--- config.mk ---
export PLATFORM = sky130hd
export DESIGN_NAME = shape_stamp_canvas_unit
export DESIGN_NICKNAME = d
export VERILOG_FILES = /design/src/rtl/ssc_pkg.sv /design/src/rtl/ssc_ctrl.sv /design/src/rtl/ssc_datapath.sv /design/src/rtl/shape_stamp_canvas_unit.sv
export SDC_FILE = /design/constraint.sdc
export NUM_CORES = 2
export LEC_CHECK = 0
export BUFFER_PORTS_ARGS = -buffer_cell sky130_fd_sc_hd__buf_4
export CORE_MARGIN = 4
export CORE_UTILIZATION = 65
export DETAILED_ROUTE_END_ITERATION = 12
export HOLD_SLACK_MARGIN = 0.06
export PLACE_DENSITY = 0.81
export SYNTH_ARGS = -nofsm -noshare
export SYNTH_HDL_FRONTEND = slang
export SYNTH_SLANG_ARGS = --single-unit
--- constraint.sdc ---
create_clock -name clock -period 14.9 [get_ports clock]
set_input_delay 4.47 -clock clock [delete_from_list [all_inputs] [get_ports clock]]
set_output_delay 4.47 -clock clock [all_outputs]
set_load 0.005 [all_outputs]
--- src/rtl/ssc_pkg.sv ---
`default_nettype none
// ----------------------------------------------------------------------------
// ssc_pkg
// Types, command codes and the shape pattern function shared by the
// shape stamp canvas controller, datapath and top level.
// ----------------------------------------------------------------------------
package ssc_pkg;

   // Field widths of one request word and one response word.
   localparam int FUNC_W     = 4;
   localparam int ROW_W      = 5;
   localparam int COL_W      = 6;
   localparam int ROW_BITS_W = 64;

   // Command codes.
   localparam logic [FUNC_W-1:0] FUNC_RECT     = 4'd0;
   localparam logic [FUNC_W-1:0] FUNC_TRIANGLE = 4'd1;
   localparam logic [FUNC_W-1:0] FUNC_RING     = 4'd2;
   localparam logic [FUNC_W-1:0] FUNC_DIAGONAL = 4'd3;
   localparam logic [FUNC_W-1:0] FUNC_DIAMOND  = 4'd4;
   localparam logic [FUNC_W-1:0] FUNC_X        = 4'd5;
   localparam logic [FUNC_W-1:0] FUNC_FILL     = 4'd6;
   localparam logic [FUNC_W-1:0] FUNC_CLEAR    = 4'd7;
   localparam logic [FUNC_W-1:0] FUNC_READ     = 4'd8;

   // A row pattern covers column offsets DX_MIN .. DX_MIN+PAT_W-1 from the
   // anchor column; bit b stands for offset b+DX_MIN.
   localparam int PAT_W  = 14;
   localparam int DX_MIN = -4;

   // Row offsets from the anchor row that any shape can touch.
   localparam int DY_W = 5;
   localparam logic signed [DY_W-1:0] DY_FIRST = -5'sd3;
   localparam logic signed [DY_W-1:0] DY_LAST  = 5'sd7;

   typedef struct packed {
      logic [FUNC_W-1:0] func;
      logic [ROW_W-1:0]  anchor_row;
      logic [COL_W-1:0]  anchor_col;
   } req_type;

   typedef struct packed {
      logic [ROW_BITS_W-1:0] row_bits;
      logic                  bad_command;
   } rsp_type;

   // Commands from the controller to the datapath.
   typedef struct packed {
      logic load;       // latch the request word, row offset to first
      logic step;       // advance to the next row offset
      logic rd_issue;   // read the addressed canvas row
      logic wr_row;     // write the merged row back
      logic clear_all;  // blank the whole canvas
   } ssc_cmd_type;

   // Status from the datapath to the controller.
   typedef struct packed {
      logic is_bad;
      logic is_clear;
      logic is_read;
      logic row_ok;     // current row is on the canvas and gets cells
      logic last_row;   // current row offset is the last one
   } ssc_status_type;

   // Cells of one shape in the row at offset dy from the anchor row.
   function automatic logic [PAT_W-1:0] shape_pattern(
      input logic [FUNC_W-1:0]       func,
      input logic signed [DY_W-1:0]  dy
   );
      int          y;
      int          dx;
      int          ax;
      int          d2;
      logic [PAT_W-1:0] pat;
      y   = int'(dy);
      pat = '0;
      for (int b = 0; b < PAT_W; b++) begin
         dx = b + DX_MIN;
         ax = (dx < 0) ? -dx : dx;
         d2 = dx * dx + y * y;
         case (func)
            FUNC_RECT: begin
               pat[b] = (y >= 0) && (y <= 4) && (dx >= 0) && (dx <= 9) &&
                        ((y == 0) || (y == 4) || (dx == 0) || (dx == 9));
            end
            FUNC_FILL: begin
               pat[b] = (y >= 0) && (y <= 4) && (dx >= 0) && (dx <= 9);
            end
            FUNC_TRIANGLE: begin
               pat[b] = (y >= 0) && (y <= 4) && (ax <= y);
            end
            FUNC_RING: begin
               pat[b] = (y >= -3) && (y <= 3) && (ax <= 3) && (d2 >= 7) && (d2 <= 11);
            end
            FUNC_DIAGONAL: begin
               pat[b] = (y >= 0) && (y <= 7) && (dx == y);
            end
            FUNC_DIAMOND: begin
               pat[b] = ((y >= 0) && (y <= 3) && (ax <= y)) ||
                        ((y == 4) && (ax <= 1)) ||
                        ((y == 5) && (dx == 0));
            end
            FUNC_X: begin
               pat[b] = (y >= 0) && (y <= 6) && ((dx == y) || (dx == 6 - y));
            end
            default: begin
               pat[b] = 1'b0;
            end
         endcase
      end
      return pat;
   endfunction

endpackage
`default_nettype wire

--- src/rtl/ssc_ctrl.sv ---
`default_nettype none
// ----------------------------------------------------------------------------
// ssc_ctrl
// Command sequencer: decodes the latched word and walks the shape rows,
// one read-modify-write per row that gets cells, then strobes the response.
// ----------------------------------------------------------------------------
module ssc_ctrl
   import ssc_pkg::*;
(
   input  wire logic           clock,
   input  wire logic           reset,
   input  wire logic           start,
   output      logic           busy,
   output      logic           rsp_valid,
   output      ssc_cmd_type    cmd,
   input  wire ssc_status_type status
);

   typedef enum logic [4:0] {
      ST_IDLE      = 5'b00001,
      ST_DECODE    = 5'b00010,
      ST_ROW_CHECK = 5'b00100,
      ST_ROW_WRITE = 5'b01000,
      ST_RESPOND   = 5'b10000
   } state_type;

   state_type state_ff;
   state_type state_in;

   // Next state and datapath commands.
   always_comb begin
      state_in = state_ff;
      cmd      = '0;
      case (state_ff)
         ST_IDLE: begin
            if (start) begin
               cmd.load = 1'b1;
               state_in = ST_DECODE;
            end
         end
         ST_DECODE: begin
            if (status.is_bad) begin
               state_in = ST_RESPOND;
            end else if (status.is_clear) begin
               cmd.clear_all = 1'b1;
               state_in      = ST_RESPOND;
            end else if (status.is_read) begin
               cmd.rd_issue = 1'b1;
               state_in     = ST_RESPOND;
            end else begin
               state_in = ST_ROW_CHECK;
            end
         end
         ST_ROW_CHECK: begin
            if (status.row_ok) begin
               cmd.rd_issue = 1'b1;
               state_in     = ST_ROW_WRITE;
            end else if (status.last_row) begin
               state_in = ST_RESPOND;
            end else begin
               cmd.step = 1'b1;
            end
         end
         ST_ROW_WRITE: begin
            cmd.wr_row = 1'b1;
            if (status.last_row) begin
               state_in = ST_RESPOND;
            end else begin
               cmd.step = 1'b1;
               state_in = ST_ROW_CHECK;
            end
         end
         ST_RESPOND: begin
            state_in = ST_IDLE;
         end
         default: begin
            state_in = ST_IDLE;
         end
      endcase
   end

   // State register.
   always_ff @(posedge clock) begin
      if (reset) begin
         state_ff <= ST_IDLE;
      end else begin
         state_ff <= state_in;
      end
   end

   assign busy      = (state_ff != ST_IDLE);
   assign rsp_valid = (state_ff == ST_RESPOND);

endmodule
`default_nettype wire

--- src/rtl/ssc_datapath.sv ---
`default_nettype none
// ----------------------------------------------------------------------------
// ssc_datapath
// Canvas memory with per-row valid bits, the latched command word, the row
// offset counter, the shape mask shifter and the response word.
// ----------------------------------------------------------------------------
module ssc_datapath
   import ssc_pkg::*;
#(
   parameter int CANVAS_ROWS = 32,
   parameter int CANVAS_COLS = 64
) (
   input  wire logic           clock,
   input  wire logic           reset,
   input  wire req_type        req_item,
   input  wire ssc_cmd_type    cmd,
   output      ssc_status_type status,
   output      rsp_type        rsp_item
);

   localparam int RA = (CANVAS_ROWS > 1) ? $clog2(CANVAS_ROWS) : 1;
   localparam int TW = ((RA > ROW_W) ? RA : ROW_W) + 3;
   localparam int SW = CANVAS_COLS + PAT_W;
   localparam int OFS = -DX_MIN;
   localparam logic [TW-1:0] ROWS_LIM = TW'(CANVAS_ROWS);

   // Canvas storage; a row whose valid bit is low reads as blank.
   logic [CANVAS_COLS-1:0] canvas_mem [CANVAS_ROWS];
   logic [CANVAS_ROWS-1:0] valid_ff;
   logic [CANVAS_ROWS-1:0] valid_in;

   logic [FUNC_W-1:0]      func_ff,   func_in;
   logic [ROW_W-1:0]       row_ff,    row_in;
   logic [COL_W-1:0]       col_ff,    col_in;
   logic signed [DY_W-1:0] dy_ff,     dy_in;
   logic [CANVAS_COLS-1:0] rd_data_ff;
   logic                   rd_valid_ff;

   logic signed [TW-1:0]   target;
   logic                   target_ok;
   logic                   read_ok;
   logic [RA-1:0]          addr;
   logic [PAT_W-1:0]       pattern;
   logic [SW-1:0]          shifted;
   logic [CANVAS_COLS-1:0] mask;
   logic [CANVAS_COLS-1:0] old_row;
   logic [CANVAS_COLS-1:0] merged;

   // Latched word and row offset counter.
   always_comb begin
      func_in = func_ff;
      row_in  = row_ff;
      col_in  = col_ff;
      dy_in   = dy_ff;
      if (cmd.load) begin
         func_in = req_item.func;
         row_in  = req_item.anchor_row;
         col_in  = req_item.anchor_col;
         dy_in   = DY_FIRST;
      end else if (cmd.step) begin
         dy_in = dy_ff + DY_W'(1);
      end
   end

   always_ff @(posedge clock) begin
      func_ff <= func_in;
      row_ff  <= row_in;
      col_ff  <= col_in;
      dy_ff   <= dy_in;
   end

   // Target row and its address.
   assign target    = $signed({{(TW-ROW_W){1'b0}}, row_ff}) + TW'(dy_ff);
   assign target_ok = !target[TW-1] && (unsigned'(target) < ROWS_LIM);
   assign read_ok   = (TW'(row_ff) < ROWS_LIM);

   always_comb begin
      if (func_ff == FUNC_READ) begin
         addr = RA'(TW'(row_ff));
      end else begin
         addr = RA'(unsigned'(target));
      end
   end

   // Shape mask for the current row, clipped to the canvas columns.
   assign pattern = shape_pattern(func_ff, dy_ff);
   assign shifted = SW'(pattern) << col_ff;
   assign mask    = shifted[CANVAS_COLS+OFS-1:OFS];
   assign old_row = rd_valid_ff ? rd_data_ff : '0;
   assign merged  = old_row | mask;

   // Valid bits: reset and clear blank the canvas, a write marks its row.
   always_comb begin
      valid_in = valid_ff;
      if (cmd.clear_all) begin
         valid_in = '0;
      end else if (cmd.wr_row) begin
         valid_in[addr] = 1'b1;
      end
   end

   always_ff @(posedge clock) begin
      if (reset) begin
         valid_ff <= '0;
      end else begin
         valid_ff <= valid_in;
      end
   end

   // Canvas memory, one row port, registered read.
   always_ff @(posedge clock) begin
      if (cmd.wr_row) begin
         canvas_mem[addr] <= merged;
      end
      if (cmd.rd_issue) begin
         rd_data_ff  <= canvas_mem[addr];
         rd_valid_ff <= valid_ff[addr];
      end
   end

   // Status toward the controller.
   always_comb begin
      status.is_bad   = !(func_ff inside {[FUNC_RECT:FUNC_READ]});
      status.is_clear = (func_ff == FUNC_CLEAR);
      status.is_read  = (func_ff == FUNC_READ);
      status.row_ok   = target_ok && (pattern != '0);
      status.last_row = (dy_ff == DY_LAST);
   end

   // Response word, valid while the controller strobes it.
   always_comb begin
      rsp_item.bad_command = status.is_bad;
      if (status.is_read && read_ok && rd_valid_ff) begin
         rsp_item.row_bits = ROW_BITS_W'(rd_data_ff);
      end else begin
         rsp_item.row_bits = '0;
      end
   end

endmodule
`default_nettype wire

--- src/rtl/shape_stamp_canvas_unit.sv ---
`default_nettype none
// ----------------------------------------------------------------------------
// shape_stamp_canvas_unit
// One-bit-per-cell canvas that stamps shapes, clears, and reads back rows.
// ----------------------------------------------------------------------------
//   channel   ports                 direction  flow
//   request   start, busy, req_item in         taken when start and not busy
//   response  rsp_valid, rsp_item   out        one-cycle strobe, no stall
//
// A shape word is answered once the controller has walked eleven row
// offsets: a row that gets no cells is only checked, and a row that gets
// cells takes a read-modify-write through the single canvas memory port.
// Clear, read and undefined words are answered right after decoding.
// The next word is taken the cycle after the response strobe; reset blanks
// the canvas at once through per-row valid bits, with no clearing pass.
// ----------------------------------------------------------------------------
module shape_stamp_canvas_unit
   import ssc_pkg::*;
#(
   parameter int CANVAS_ROWS = 32,
   parameter int CANVAS_COLS = 64
) (
   input  wire logic    clock,
   input  wire logic    reset,
   input  wire logic    start,
   output      logic    busy,
   input  wire req_type req_item,
   output      logic    rsp_valid,
   output      rsp_type rsp_item
);

   ssc_cmd_type    cmd;
   ssc_status_type status;

   // Sequencer.
   ssc_ctrl u_ctrl (
      .clock     (clock),
      .reset     (reset),
      .start     (start),
      .busy      (busy),
      .rsp_valid (rsp_valid),
      .cmd       (cmd),
      .status    (status)
   );

   // Canvas and shape datapath.
   ssc_datapath #(
      .CANVAS_ROWS (CANVAS_ROWS),
      .CANVAS_COLS (CANVAS_COLS)
   ) u_datapath (
      .clock    (clock),
      .reset    (reset),
      .req_item (req_item),
      .cmd      (cmd),
      .status   (status),
      .rsp_item (rsp_item)
   );

endmodule
`default_nettype wire

Word level (Yosys, flattened, before mapping):

Memories as Yosys holds them, arrays and structs flattened. A register that Yosys moved wholly into a read port is not among the register bits.
Index checks and enable logic that the tools add are counted.
Widths: inputs -> output; s select.

* add/subtract/negate cells: 6
* multiply operators: 1
* divide/modulo/power cells: 0
* order comparisons: 29
* eq/ne operators: 45
* shift-type cells: 1
* multiplexer cells: 45
* bitwise logic cells: 2
* reductions and logical operators: 94

Operators by type and width (number)
* $eq 3x32->1 const A: 4
* $eq 4x32->1 const A: 4
* $ge 32x4->1 const B: 4
* $le 32x5->1 const B: 4
* $mux 64: 2
* $shl 14x6->68: 1
* $logic_and 1x1->1: 67
* $eq 2x32->1 const A: 2
* $eq 5x32->1 const A: 2
* $logic_not 32->1: 2
* $or 64x64->64: 1
* $mux 5: 8
* $pmux 1 s6: 6
* $add 2x32->32 const A: 1
* $add 4x32->32 const A: 1
* $add 5x32->32 const A: 1
* $eq 1x32->1 const A: 1
* $or 32x32->32: 1
* $pmux 1 s7: 3
* $eq 3x5->1 const A: 4
* $eq 4x5->1 const A: 4
* $eq 5x4->1 const B: 4
* $le 4x5->1 const A: 4
* $pmux 1 s5: 4
* other kinds (42): 88

* flip-flop bits (word level): 58
* latch bits: 0
* bits in writable memories: 2048
* memory bits (read-only): 0
* input port bits: 18
* output and inout port bits: 67
* logic and storage cells: 231
* memories: 1

Memory list
* u_datapath.canvas_mem: depth 32, width 64, rd ports 1, clocked after memory_dff 1, write ports 1, line ssc_datapath.sv:28 `logic [CANVAS_COLS-1:0] canvas_mem [CANVAS_ROWS];`

Logic depth before layout (Yosys ltp):

* depth after elaboration: 10
* mapped depth: 33
* mapped depth without buffers: 28

Cells and area by module:

A second synthesis with hierarchy kept.

* cell total of the unflattened synthesis: 4077
* area total of the unflattened synthesis: 85316.8 um^2

By module, submodules not included
* ssc_datapath: times used 1, cells each 4033, area each 84969.0 um^2, seq. area each 64642.0 um^2
* ssc_ctrl: times used 1, cells each 44, area each 347.8 um^2, seq. area each 100.1 um^2

Worst setup path before layout:

Ideal clock, no wire load.

* path kind: register to register
* start: reg u_datapath.dy_ff[4]
* end: mem u_datapath.canvas_mem[0][15] (data pin)
* setup time: 615 ps
* arrival time: 8951 ps
* required time: 14285 ps
* slack: 5334 ps
* cell stages (with the launch flop): 30
* buffers on the path: 4
* period minus slack after synthesis: 9566 ps
* path through: dfxtp_1 > buf_6 > clkbuf_1 > clkbuf_1 > nand2_1 > fa_1 > inv_1 > fa_1 > fa_1 > fa_1 > nand3_1 > a21oi_1 > a211oi_1 > xnor2_1 > inv_1 > and2_1 > clkbuf_1 > nand3_1 > ha_1 > nor4b_1 > nand4b_1 > or4_1 > nor4_1 > o221ai_1 > o311ai_0 > nor2_1 > o22a_1 > nor2_1 > mux2i_1 > o311ai_0

* longest elaborated chain between the ends: 8
* elaborated cells on any way between the ends: 155
* those cells by class: add/sub: 4; mul: 1; order compare: 24; eq/ne: 28; shift: 1; mux: 14; bitwise: 1; reduce/logical: 82

RTL lines
* start: declaration: line ssc_datapath.sv:35 `logic signed [DY_W-1:0] dy_ff, dy_in;`
* start signal: assignment: line ssc_datapath.sv:69 `dy_ff <= dy_in;`
* $mul 5x5->10 (tied with other cells)
* $add 2x32->32 (tied with other cells): line ssc_pkg.sv:80 `d2 = dx * dx + y * y;`
* $ge 32x4->1 / $logic_and 1x1->1 (equally long branches): line ssc_pkg.sv:93, ssc_pkg.sv:99
* $logic_and 1x1->1 / $logic_or 1x1->1 (equally long branches): line ssc_pkg.sv:93, ssc_pkg.sv:99
* $logic_and 1x1->1 / $logic_or 1x1->1 (equally long branches): line ssc_pkg.sv:93, ssc_pkg.sv:100
* $pmux 1 s7 (tied with other cells): line ssc_pkg.sv:81 `case (func)`
* $shl 14x6->68 *: line ssc_datapath.sv:87 `assign shifted = SW'(pattern) << col_ff;`
* $or 64x64->64 *: line ssc_datapath.sv:90 `assign merged = old_row | mask;`
* named net u_datapath.merged[15]: line ssc_datapath.sv:47 `logic [CANVAS_COLS-1:0] merged;`
* end: declaration: line ssc_datapath.sv:28

Mark *: on every way through the listed nets, which the timed path passes. The rest lies on a longest branch.

Final worst setup path:

* start: reg u_datapath.dy_ff[3]
* end: mem u_datapath.canvas_mem[15][35] (data pin)

Same word-level chain as after synthesis.

==> results.py <==
metrics = {
    "global_routing": {
        "grt_pass1_wl_mm": 369,
        "grt.total_usage_pct": 39.0,
        "grt_max_degree": 90,
        "overflow": 0,
        "grt_pass1_vias": 48615,
        "antenna_found_initial": 6,
    },
    "sta": {
        "post-route-period-util_pct": 67.0,
        "grt_setup_unrepaired": "no",
        "whs_ps": 463,
        "period_needed_ps": 9990,
        "worst_pin_slew_ps": 1560,
        "drv_slew": 7,
        "setup_viol": 0,
        "finalHoldViolCount": 0,
        "fmax_ghz": 0.100,
        "finalClockSkew_ps": 45.3,
        "relSlewSlack_pct": -4.51,
        "fin_tns_setup_ps": 0,
    },
    "clocking": {
        "cts_buffer_depth": 3,
        "htreeDepth": 4,
        "cts_root_buffer": "clkbuf_16",
        "clock_sinks": 2170,
        "postCtsSetupRepairBufs": 0,
        "holdBufCountCts": 0,
        "cts_resized": 0,
        "tritoncts": "done",
        "clock_latency_ps": 840,
        "clkTransAtPathRegs_ps": 70,
        "numCtsBuffers": 202,
    },
    "place": {
        "io_buffers": 84,
        "place.gp.congestion": 0.922,
        "dp_cells": 5902,
        "hpwl_mm": 126,
    },
    "die": {
        "io_pins": 85,
        "die_h_um": 371,
        "num_rows": 132,
        "dieArea_sq_um": 137000,
        "dieWidth_um": 371,
        "start_util_pct": 65.7,
        "coreArea_sq_um": 130000,
    },
    "pwr": {
        "combPwrFrac_pct": 8.0,
        "intPower_uw": 9920,
        "sw_frac_of_total_pct": 23.0,
        "p_leak_uw": 0.0304,
        "seq_power_share_pct": 51.9,
        "power.density_nw_per_um2": 135,
        "switchingPower_uw": 2970,
        "power_frac_clock_pct": 40.1,
        "vdd_drop_max_v": 0.000138,
    },
    "setup_path": {
        "cp_data_arrival_time_ps": 10400,
        "critPathMostFrequentCell": "inv_1",
        "critical-path-max-stage-delay_ps": 1120,
        "worstPathMaxFanout": 32,
        "critPathTopFamily": "adder cells",
        "required_ps": 15310,
        "cp-start-kind": "flip-flop",
        "cp_slowest_cell": "o221ai_2",
        "endpoint_kind": "flip-flop",
        "critPathKind": "flip-flop to flip-flop",
        "timing.critical_path.buf_inv": 4,
    },
    "synthesis": {
        "synthesis.nets": 4235,
        "synth.distinct_cells": 90,
        "synth_area_sq_um": 85500,
        "syn_avg_cell_area_sq_um": 20.6,
        "synth-seq-area-share_pct": 75.8,
        "ys.flop_type": "edfxtp_1",
        "yosysWarnings": 0,
        "synth-edff-count": 2128,
        "synth_top_area_cell": "edfxtp_1",
        "synth_common_cells": "edfxtp_1 (2128), mux4_2 (520), a22oi_1 (263)",
        "synth.area.top_cells": "edfxtp_1 (75%), mux4_2 (14%), a22oi_1 (2.3%)",
        "ys_ff_latch": 2170,
        "yosysTopAreaCellShare_pct": 74.8,
        "synth.most_common_cell": "edfxtp_1",
        "synthCells": 4154,
        "async_flop_share_pct": 0,
    },
    "final_layout": {
        "synthToLayoutAreaGrowth_pct": 11.8,
        "seq_area_sq_um": 64700,
        "fill_cells": 6797,
        "fin_nets": 4446,
        "instances_no_fill": 6285,
        "layout-drive-gt1-share_pct": 25.3,
        "multiInputGateArea_sq_um": 20200,
    },
    "run_status": {
        "violations": "max-capacitance violations, max-slew violations",
        "status": "complete, but fails checks",
    },
    "route": {
        "vias": 49332,
        "firstDrtPassIters": 7,
        "routed_wl_mm": 264,
        "vias_per_cell": 7.85,
        "wl_per_cell_um": 42.0,
        "drtIter0Drc": 10029,
        "drc": 0,
        "ant_nets": 0,
    },
    "min_path": {
        "min_path_type": "flip-flop to flip-flop",
    },
    "job": {
        "maxCapViolations": 1,
    },
}
-- worst reg2reg max path: cells and delay by family (launching register included) --
kind            cells  cell delay, ps
compound gates      6            2450
xor+xnor            1             230
fa+ha+maj           6            2420
buf+inv             4             950
flops               1             870
mux                 1             620
simple gates        8            2000
-- layout make-up --
class,instances,area share (%)
Sequential cell,2170,67.8
Multi-Input combinational cell,1714,21.1
Clock buffer,258,5.62
Tap cell,1742,2.28
Timing Repair Buffer,239,1.89
Clock inverter,121,1.16
Inverter,38,0.149
Antenna cell,3,0.00786
-- layer usage --
metal | wire, um | GRT usage, % | vias to the layer above
li1 | - | - | 17922
met1 | 82300 | 51.5 | 24660
met2 | 120000 | 58.1 | 5581
met3 | 44500 | 14.2 | 1161
met4 | 17000 | 19.8 | 8
met5 | 179 | 0.712 | -
-- path summary, 6_finish.rpt --
check,endpoint,slack (ps),startpoint,cells after the start
worst max-delay path,u_datapath.canvas_mem[15][35],4910,u_datapath.dy_ff[3],26
worst min-delay path,u_datapath.valid_ff[22],460,u_datapath.valid_ff[22],1
worst max register to register,u_datapath.canvas_mem[15][35],4910,u_datapath.dy_ff[3],26
worst min register to register,u_datapath.valid_ff[22],460,u_datapath.valid_ff[22],1
-- registers in the layout, summed over array words and instances (netlist names) --
| name | flops |
|---|---|
| u_datapath.col_ff | 6 |
| u_datapath.rd_valid_ff | 1 |
| u_datapath.valid_ff | 32 |
| u_ctrl.state_ff | 5 |
| u_datapath.row_ff | 5 |
| u_datapath.dy_ff | 5 |
| u_datapath.canvas_mem | 2048 |
| u_datapath.rd_data_ff | 64 |
| u_datapath.func_ff | 4 |
-- placed cells by master (no fill, tap or decap), types with 15 or more instances in the layout --
cell type / n
a21oi_1: 30
a22oi_1: 263
buf_4: 238
bufinv_16: 16
clkbuf_1: 51
clkbuf_16: 207
clkinv_1: 42
clkinv_2: 45
dfxtp_1: 42
edfxtp_1: 2128
ha_1: 50
inv_1: 35
mux2i_1: 19
mux4_2: 520
nand2_1: 170
nand3_1: 28
nand4_1: 75
nor2_1: 136
nor2_4: 40
nor3_1: 20
o211ai_1: 25
o21a_1: 36
o21ai_0: 21
o21ai_1: 15
o221ai_2: 20
-- per-stage QoR --
stage          cell area, sq um  setup WS [ps]  power [uW]  util [%]
3_5_place_dp              89000           5270        7800      68.5
2_1_floorplan             85500           5330        7490         -
4_1_cts                   95500           5180       12900      73.5
6_report                  95500           4910       12900      73.5
3_3_place_gp              89000           5520        7780      68.5
5_1_grt                   95500           4390       13200      73.5
-- logic make-up after synthesis --
family | after synthesis | synth area share, %
AOI/OAI and AO/OA | 509 | 4.41
xor gates and xnor gates | 21 | 0.258
adders and majority gates | 63 | 1.04
buffers and inverters | 270 | 1.25
DFF | 2170 | 75.8
muxes | 550 | 14.1
and+or+nand+nor | 571 | 3.23
-- power by group through the flow --
stage / Clock [uW] / Combinational (uW) / Sequential, uW
finish: 5160 / 1030 / 6690
global route: 5450 / 1060 / 6690
CTS: 5170 / 1000 / 6690
detailed placement: 0 / 974 / 6820
global placement: 0 / 954 / 6820
floorplan: 0 / 670 / 6820
No activity file was read; power rests on OpenSTA's default activity.
